$ cat src/hw/rtl/tdp_pkg.sv
// Shared constants and controller/datapath interface structs for the
// trial division prime test. No dependencies.
package tdp_pkg;

  localparam int VALUE_WIDTH_DEF = 32;
  localparam int FIELD_WIDTH     = 32;
  localparam int FIRST_DIVISOR   = 2;

  typedef struct packed {
    logic load_n;
    logic init_d;
    logic next_d;
    logic div_start;
    logic finish;
    logic prime;
  } tdp_cmd_t;

  typedef struct packed {
    logic below_two;
    logic in_range;
    logic rem_done;
    logic rem_zero;
  } tdp_status_t;

endpackage

$ cat src/hw/rtl/tdp_rem.sv
// Serial remainder unit: one restoring step per cycle, WIDTH steps per
// remainder. Depends on nothing.
module tdp_rem #(
  parameter int WIDTH = 32
) (
  input  logic             clk,
  input  logic             rst,
  input  logic             start,
  input  logic [WIDTH-1:0] dividend,
  input  logic [WIDTH-1:0] divisor,
  output logic             done,
  output logic [WIDTH-1:0] remainder
);

  localparam int CW = (WIDTH > 1) ? $clog2(WIDTH) : 1;

  logic [WIDTH-1:0] shift;
  logic [WIDTH-1:0] rem;
  logic [CW-1:0]    count;
  logic             busy;
  logic [WIDTH:0]   trial;
  logic [WIDTH:0]   diff;

  assign trial = {rem, shift[WIDTH-1]};
  assign diff  = trial - {1'b0, divisor};

  always_ff @(posedge clk) begin
    if (rst) begin
      busy <= 1'b0;
      done <= 1'b0;
    end else begin
      done <= 1'b0;
      if (start) begin
        busy <= 1'b1;
      end else if (busy && count == '0) begin
        busy <= 1'b0;
        done <= 1'b1;
      end
    end
  end

  always_ff @(posedge clk) begin
    if (start) begin
      shift <= dividend;
      rem   <= '0;
      count <= CW'(WIDTH - 1);
    end else if (busy) begin
      shift <= {shift[WIDTH-2:0], 1'b0};
      count <= count - 1'b1;
      if (!diff[WIDTH]) begin
        rem <= diff[WIDTH-1:0];
      end else begin
        rem <= trial[WIDTH-1:0];
      end
    end
  end

  assign remainder = rem;

endmodule

$ cat src/hw/rtl/tdp_dp.sv
// Datapath: held candidate, trial divisor and its square, remainder unit,
// result payload. Depends on tdp_pkg and tdp_rem.
module tdp_dp #(
  parameter int WIDTH = tdp_pkg::VALUE_WIDTH_DEF
) (
  input  logic                             clk,
  input  logic                             rst,
  input  tdp_pkg::tdp_cmd_t                cmd,
  output tdp_pkg::tdp_status_t             status,
  input  logic [tdp_pkg::FIELD_WIDTH-1:0]  candidate,
  output logic [tdp_pkg::FIELD_WIDTH-1:0]  tested_value,
  output logic                             is_prime
);
  import tdp_pkg::*;

  logic [WIDTH-1:0] n;
  logic [WIDTH-1:0] d;
  logic [WIDTH+1:0] sq;
  logic             rem_done;
  logic [WIDTH-1:0] rem;

  always_ff @(posedge clk) begin
    if (cmd.load_n) begin
      n <= WIDTH'(candidate);
    end
    if (cmd.init_d) begin
      d  <= WIDTH'(FIRST_DIVISOR);
      sq <= (WIDTH+2)'(FIRST_DIVISOR * FIRST_DIVISOR);
    end else if (cmd.next_d) begin
      d  <= d + 1'b1;
      sq <= sq + {1'b0, d, 1'b1};
    end
    if (cmd.finish) begin
      tested_value <= FIELD_WIDTH'(n);
      is_prime     <= cmd.prime;
    end
  end

  tdp_rem #(.WIDTH(WIDTH)) u_rem (
    .clk       (clk),
    .rst       (rst),
    .start     (cmd.div_start),
    .dividend  (n),
    .divisor   (d),
    .done      (rem_done),
    .remainder (rem)
  );

  always_comb begin
    status.below_two = (n[WIDTH-1:1] == '0);
    status.in_range  = (sq <= {2'b00, n});
    status.rem_done  = rem_done;
    status.rem_zero  = (rem == '0);
  end

endmodule

$ cat config.mk
export PLATFORM = sky130hd
export DESIGN_NAME = tdp_dp
export DESIGN_NICKNAME = d
export VERILOG_FILES = /design/src/hw/rtl/tdp_pkg.sv /design/src/hw/rtl/tdp_rem.sv /design/src/hw/rtl/tdp_dp.sv
export SDC_FILE = /design/constraint.sdc
export NUM_CORES = 1
export LEC_CHECK = 0
export ABC_AREA = 1
export BUFFER_PORTS_ARGS = -buffer_cell sky130_fd_sc_hd__clkbuf_2
export CAP_MARGIN = 15
export CORE_MARGIN = 4
export CORE_UTILIZATION = 40
export CTS_BUF_LIST = sky130_fd_sc_hd__clkbuf_4
export DETAILED_ROUTE_END_ITERATION = 16
export PLACE_DENSITY = 0.63
export SYNTH_ARGS = -nofsm -noshare
export SYNTH_HDL_FRONTEND = slang
export SYNTH_HIERARCHICAL = 1
export SYNTH_SLANG_ARGS = --single-unit
export TNS_END_PERCENT = 50
$ cat constraint.sdc
create_clock -name clk -period 2.2 [get_ports clk]
set_input_delay 0.22 -clock clk [delete_from_list [all_inputs] [get_ports clk]]
set_output_delay 0.22 -clock clk [all_outputs]
set_load 0.01 [all_outputs]
## Yosys cells after proc, flatten, opt, wreduce, memory -nomap -nowiden

Cells that the tools add are included.

- Bits in registers: 202
- Output and inout port bits: 37
- Bits of input ports: 40
- Word-level logic and storage cells: 28

- $lt $le $gt $ge: 1
- Add/subtract/negate cells: 4
- Mux-type cells: 6
- Reductions and logical operators: 7

Operators by type and width:

| cell | number |
|---|---|
| $mux 32 | 3 |
| $add 34x33->34 | 1 |
| $le 34x32->1 | 1 |
| $sub 33x32->33 | 1 |
| $add 32x1->32 const B | 1 |
| $logic_not 32->1 | 1 |
| $logic_not 31->1 | 1 |
| $logic_not 5->1 | 1 |
| $sub 5x1->5 const B | 1 |
| $reduce_bool 2->1 | 2 |
| $mux 1 | 3 |
| $reduce_or 2->1 | 1 |
| $logic_and 1x1->1 | 1 |

## Depth between registers and ports, before layout

- Word-level depth: 4
- Gate-level depth with buffers: 18
- Gate-level depth less buffers: 17

## By module

The synthesis kept the hierarchy.

By module, submodules not included:

| module | sequential area each (um^2) | cells an instance | area each (um^2) | times used |
|---|---|---|---|---|
| tdp_dp | 3273.1 | 1110 | 8154.1 | 1 |
| tdp_rem | 1741.7 | 1001 | 5970.7 | 1 |

## Worst setup path before layout

Ideal clock, no wire load.

- Path type: reg-to-reg
- From: reg d[0]
- To: reg u_rem.rem[14], in the netlist u_rem/remainder[14]
- Setup slack: 0.018 ns
- Library setup time: 0.114 ns
- Clock period less this slack: 2.182 ns
- Arrival: 2.068 ns
- Data required time: 2.086 ns
- Stages on the path, launching flop included: 18
- Path buffers: 1
- Cell sequence: dfxtp_1 > ha_1 > fa_1 > inv_1 > nand2_1 > nand2_1 > nand3_1 > nand2_1 > nand2_1 > nand2_2 > nand2_4 > nand2_4 > nand2_4 > nand2_8 > buf_12 > nand2_2 > nand3_1 > nand2_1

- Longest elaborated chain between the ends: 2

Ends and longest elaborated chain:

| item | RTL line | RTL |
|---|---|---|
| start, declared | tdp_dp.sv:17 | `logic [WIDTH-1:0] d;` |
| start signal, assigned | tdp_dp.sv:27 | `d <= WIDTH'(FIRST_DIVISOR);` |
| start signal, assigned | tdp_dp.sv:30 | `d <= d + 1'b1;` |
| $sub 33x32->33 | tdp_rem.sv:25 | `assign diff = trial - {1'b0, divisor};` |
| $mux 32 | tdp_rem.sv:50 | `if (!diff[WIDTH]) begin` |
| end signal, assigned | tdp_rem.sv:51 | `rem <= diff[WIDTH-1:0];` |
| end signal, assigned | tdp_rem.sv:53 | `rem <= trial[WIDTH-1:0];` |
| end, declared | tdp_rem.sv:18 | `logic [WIDTH-1:0] rem;` |

No other way between the ends.
A chain may end at the register's enable or synchronous reset.

==> flow_summary.html <==
<table>
<tr><th>Metric</th><th>Value</th></tr>
<tr><th colspan="2">CTS</th></tr>
<tr><td>Worst-case clock buffer depth</td><td>3</td></tr>
<tr><td>H-Tree Level Count</td><td>2</td></tr>
<tr><td>Clk sink count</td><td>202</td></tr>
<tr><td>Cts bufs inserted</td><td>57</td></tr>
<tr><td>Clock Root Buffer</td><td>sky130_fd_sc_hd__clkbuf_4</td></tr>
<tr><td>CTS tree</td><td>done</td></tr>
<tr><td>Clock slew at reported path FFs</td><td>0.07 ns</td></tr>
<tr><td>Worst-skew pair later-pin latency</td><td>0.71 ns</td></tr>
<tr><th colspan="2">Synthesis</th></tr>
<tr><td>Biggest area consumer among synthesized cells</td><td>sky130_fd_sc_hd__edfxtp_1</td></tr>
<tr><td>Average cell area after synthesis</td><td>6.69 um2</td></tr>
<tr><td>Cell count after synthesis</td><td>2,111</td></tr>
<tr><td>Synth top cells by count</td><td>722 x sky130_fd_sc_hd__nand2_1, 404 x sky130_fd_sc_hd__inv_1, 203 x sky130_fd_sc_hd__nor2_1, 107 x sky130_fd_sc_hd__nand3_1, 105 x sky130_fd_sc_hd__dfxtp_1</td></tr>
<tr><td>Post-synthesis net count</td><td>2,251</td></tr>
<tr><td>Share of the synthesized area in the top cell type</td><td>0.206</td></tr>
<tr><td>Synth top area cells</td><td>sky130_fd_sc_hd__edfxtp_1 21%, sky130_fd_sc_hd__nand2_1 19%, sky130_fd_sc_hd__dfxtp_1 15%</td></tr>
<tr><td>Fraction of synthesis flops using an asynchronous set or reset pin</td><td>0</td></tr>
<tr><td>Cell with the most instances after synthesis</td><td>sky130_fd_sc_hd__nand2_1</td></tr>
<tr><td>Area of the mapped netlist</td><td>14,100 um2</td></tr>
<tr><td>Number of synthesized flops with an enable pin</td><td>97</td></tr>
<tr><td>Commonest register cell after synthesis</td><td>sky130_fd_sc_hd__dfxtp_1</td></tr>
<tr><td>Unique masters post-synth</td><td>51</td></tr>
<tr><td>Warnings from Yosys</td><td>6</td></tr>
<tr><td>Flip-flop and latch count after synthesis</td><td>202</td></tr>
<tr><td>Proportion of synthesized chip area in sequential cells</td><td>0.355</td></tr>
<tr><th colspan="2">Drt</th></tr>
<tr><td>DRC marker count from the first detailed-route iteration</td><td>981</td></tr>
<tr><td>Drt wl/cell</td><td>14.5 um</td></tr>
<tr><td>Antenna viol nets, final</td><td>0</td></tr>
<tr><td>Overall routed net length</td><td>42,600 um</td></tr>
<tr><td>Via count of the routed design</td><td>14,200</td></tr>
<tr><td>Detail-routed via count per cell</td><td>4.86</td></tr>
<tr><td>Post-route DRC</td><td>0</td></tr>
<tr><td>1st-pass router iterations</td><td>5</td></tr>
<tr><th colspan="2">Power and ir drop</th></tr>
<tr><td>Net load switching power</td><td>13,000 uW</td></tr>
<tr><td>Power per cell area</td><td>1440 nW/um2</td></tr>
<tr><td>Clock power share</td><td>0.134</td></tr>
<tr><td>Part of the power in combinational logic</td><td>0.686</td></tr>
<tr><td>Cell-internal power</td><td>13,500 uW</td></tr>
<tr><td>Switching share of power</td><td>0.491</td></tr>
<tr><td>Worst vdd rail ir drop</td><td>1.29 mV</td></tr>
<tr><td>Relative contribution of sequential cells to total power</td><td>0.181</td></tr>
<tr><td>Total leakage power</td><td>0.00951 uW</td></tr>
<tr><td>Total power of the final layout</td><td>26,500 uW</td></tr>
<tr><th colspan="2">Critical path</th></tr>
<tr><td>Class of the most critical setup path</td><td>reg2out</td></tr>
<tr><td>Critical Path AT</td><td>2.43 ns</td></tr>
<tr><td>Slowest cell delay on critical path</td><td>0.41 ns</td></tr>
<tr><td>Kind of launch point of the worst setup path</td><td>flip-flop</td></tr>
<tr><td>Critical Path Slowest Stage Cell</td><td>sky130_fd_sc_hd__edfxtp_1</td></tr>
<tr><td>Critical Path End Type</td><td>output port</td></tr>
<tr><td>Critical path required time</td><td>1.98 ns</td></tr>
<tr><td>Critical path's top delay family</td><td>simple AND/OR/NAND/NOR gates</td></tr>
<tr><td>Crit path buf inv count</td><td>3</td></tr>
<tr><td>Crit-path cells</td><td>inv_1 &gt; ha_4 &gt; nand3_4 &gt; nor4_2 &gt; buf_4 &gt; nand4_1 &gt; nand3_1 &gt; nand2_1 &gt; buf_2</td></tr>
<tr><td>Critical path fanouts, max</td><td>4</td></tr>
<tr><th colspan="2">Flow run</th></tr>
<tr><td>Number of max-capacitance violations reported</td><td>0</td></tr>
<tr><th colspan="2">STA</th></tr>
<tr><td>Total negative slack</td><td>-3.24 ns</td></tr>
<tr><td>Relative slew slack</td><td>0.404</td></tr>
<tr><td>Worst-Margin Slew</td><td>0.893 ns</td></tr>
<tr><td>Highest Clock Rate</td><td>377 MHz</td></tr>
<tr><td>Count of final hold-check violations</td><td>0</td></tr>
<tr><td>Final setup violation count</td><td>35</td></tr>
<tr><td>Final slew viol count</td><td>0</td></tr>
<tr><td>Unrepaired setup endpoints after global routing</td><td>true</td></tr>
<tr><td>Final setup skew</td><td>0.0379 ns</td></tr>
<tr><td>Min Tclk post-route</td><td>2.65 ns</td></tr>
<tr><td>PnR worst setup slack</td><td>-0.449 ns</td></tr>
<tr><td>Final critical-path share of the clock period</td><td>1.20</td></tr>
<tr><th colspan="2">Layout</th></tr>
<tr><td>Nets</td><td>2,580</td></tr>
<tr><td>Proportion of layout cells with a drive suffix above 1</td><td>0.232</td></tr>
<tr><td>Syn-to-layout area delta</td><td>30.6%</td></tr>
<tr><td>Final cell utilization of the core</td><td>0.531</td></tr>
<tr><th colspan="2">GRT</th></tr>
<tr><td>Antenna violations before repair</td><td>1</td></tr>
<tr><td>Largest net degree at the start of global routing</td><td>53</td></tr>
<tr><td>Global routing usage summed across all routing layers</td><td>0.211</td></tr>
<tr><td>Gr ovfl total</td><td>0</td></tr>
<tr><td>Global-route wire length before repair</td><td>66,700 um</td></tr>
<tr><td>Number of global-route vias before repair</td><td>13,400</td></tr>
<tr><th colspan="2">Place</th></tr>
<tr><td>Detailed-placement wirelength estimate</td><td>30,600 um</td></tr>
<tr><td>Buffers added on ports</td><td>76</td></tr>
<tr><td>RePlAce Congestion</td><td>0.928</td></tr>
<tr><th colspan="2">Die</th></tr>
<tr><td>Die X</td><td>196 um</td></tr>
<tr><td>I/O pins</td><td>77</td></tr>
<tr><td>Die area</td><td>38,400 um2</td></tr>
<tr><td>Floorplan Core Area</td><td>34,700 um2</td></tr>
<tr><td>Initial core utilization</td><td>0.407</td></tr>
<tr><td>Die Span Y</td><td>196 um</td></tr>
<tr><td>Floorplan row count</td><td>68</td></tr>
<tr><th colspan="2">Worst hold path</th></tr>
<tr><td>Type of the tightest min-delay check</td><td>in2reg</td></tr>
<tr><th colspan="2">Status</th></tr>
<tr><td>Result of the run</td><td>complete, but fails checks</td></tr>
<tr><td>Violated checks</td><td>negative setup slack</td></tr>
</table>
==> power groups by stage <==
stage	logic (uW)	registers, uW	clock network [uW]
final	18200	4800	3550
after global routing	19800	4850	3900
after CTS	15400	4770	3670
after detailed placement	13100	4810	0
after global placement	12900	4810	0
after floorplan	9150	4780	0
==> worst paths after layout <==
kind | start | endpoint | slack, ns | depth (start not counted)
worst max-delay path | n[31]$_DFFE_PP_ | status[2] | -0.45 | 9
worst max register to register | u_rem/shift[31]$_DFFE_PP_ | u_rem/remainder[2]$_SDFFE_PP0P_ | -0.14 | 17
worst min-delay path | candidate[15] | n[15]$_DFFE_PP_ | 0.23 | 2
worst min register to register | n[14]$_DFFE_PP_ | tested_value[14]$_DFFE_PP_ | 0.48 | 0
==> state kept, by name, indices dropped and copies added (netlist names) <==
| name | cells |
|---|---|
| u_rem/count | 5 |
| u_rem/remainder | 32 |
| tested_value | 32 |
| n | 32 |
| is_prime | 1 |
| u_rem/busy | 1 |
| d | 32 |
| sq | 34 |
| u_rem/done | 1 |
| u_rem/shift | 32 |
==> cell usage in the layout (no fill, tap or decap), types with 42 or more instances in the layout <==
cell type	netlist	final
sky130_fd_sc_hd__clkbuf_4	0	89
sky130_fd_sc_hd__nor2_1	203	192
sky130_fd_sc_hd__edfxtp_1	97	97
sky130_fd_sc_hd__dfxtp_1	105	96
sky130_fd_sc_hd__a21oi_1	80	73
sky130_fd_sc_hd__nand2_1	722	667
sky130_fd_sc_hd__buf_4	1	175
sky130_fd_sc_hd__ha_1	98	80
sky130_fd_sc_hd__inv_1	404	394
sky130_fd_sc_hd__nand2_2	17	51
sky130_fd_sc_hd__o21ai_0	50	42
sky130_fd_sc_hd__nand3_1	107	71
sky130_fd_sc_hd__clkbuf_2	0	73
==> final cells by class <==
class                           count  area (um2)
Tap cell                          455         569
Multi-Input combinational cell   1472        8400
Clock inverter                      7        61.3
Timing Repair Buffer              298        2190
Clock buffer                       89         668
Sequential cell                   202        5030
Fill cell                        3371       16300
Antenna cell                        1        2.50
Inverter                          409        1540
==> layer usage <==
metal | up-vias | global-route usage | share of wire
li1 | 7270 | - | -
met1 | 6488 | 0.284 | 0.45
met3 | 85 | 0.0366 | 0.066
met5 | - | 0 | 0
met2 | 403 | 0.348 | 0.46
met4 | 0 | 0.0678 | 0.027
==> stage by stage <==
step           cells  worst slack [ns]  hold WS [ns]  cell area (um2)
3_5_place_dp    2755            -0.251         0.399            16000
3_3_place_gp    2755            -0.205         0.396            16000
4_1_cts         2920            -0.498         0.144            17700
2_1_floorplan   2111            0.0180         0.292            14100
5_1_grt         2933            -0.577         0.164            18400
6_report        2933            -0.449         0.228            18400
==> repair_timing <==
| action | in CTS | in global routing |
|---|---|---|
| pin swaps | 29 | 64 |
| endpoints found under the hold margin | 46 | 0 |
| setup buffers | 28 | 11 |
| cloned | 5 | 1 |
| hold buffers | 37 | 0 |
| resized for setup | 76 | 147 |
| setup endpoints to repair | 35 | 53 |
==> logic make-up after synthesis <==
group	synth area share
compound gates	0.0586
xor+xnor	0.0236
fa+ha+maj	0.0896
buf+inv	0.122
flops	0.355
simple gates	0.351
(Power assumes the default switching activity.)
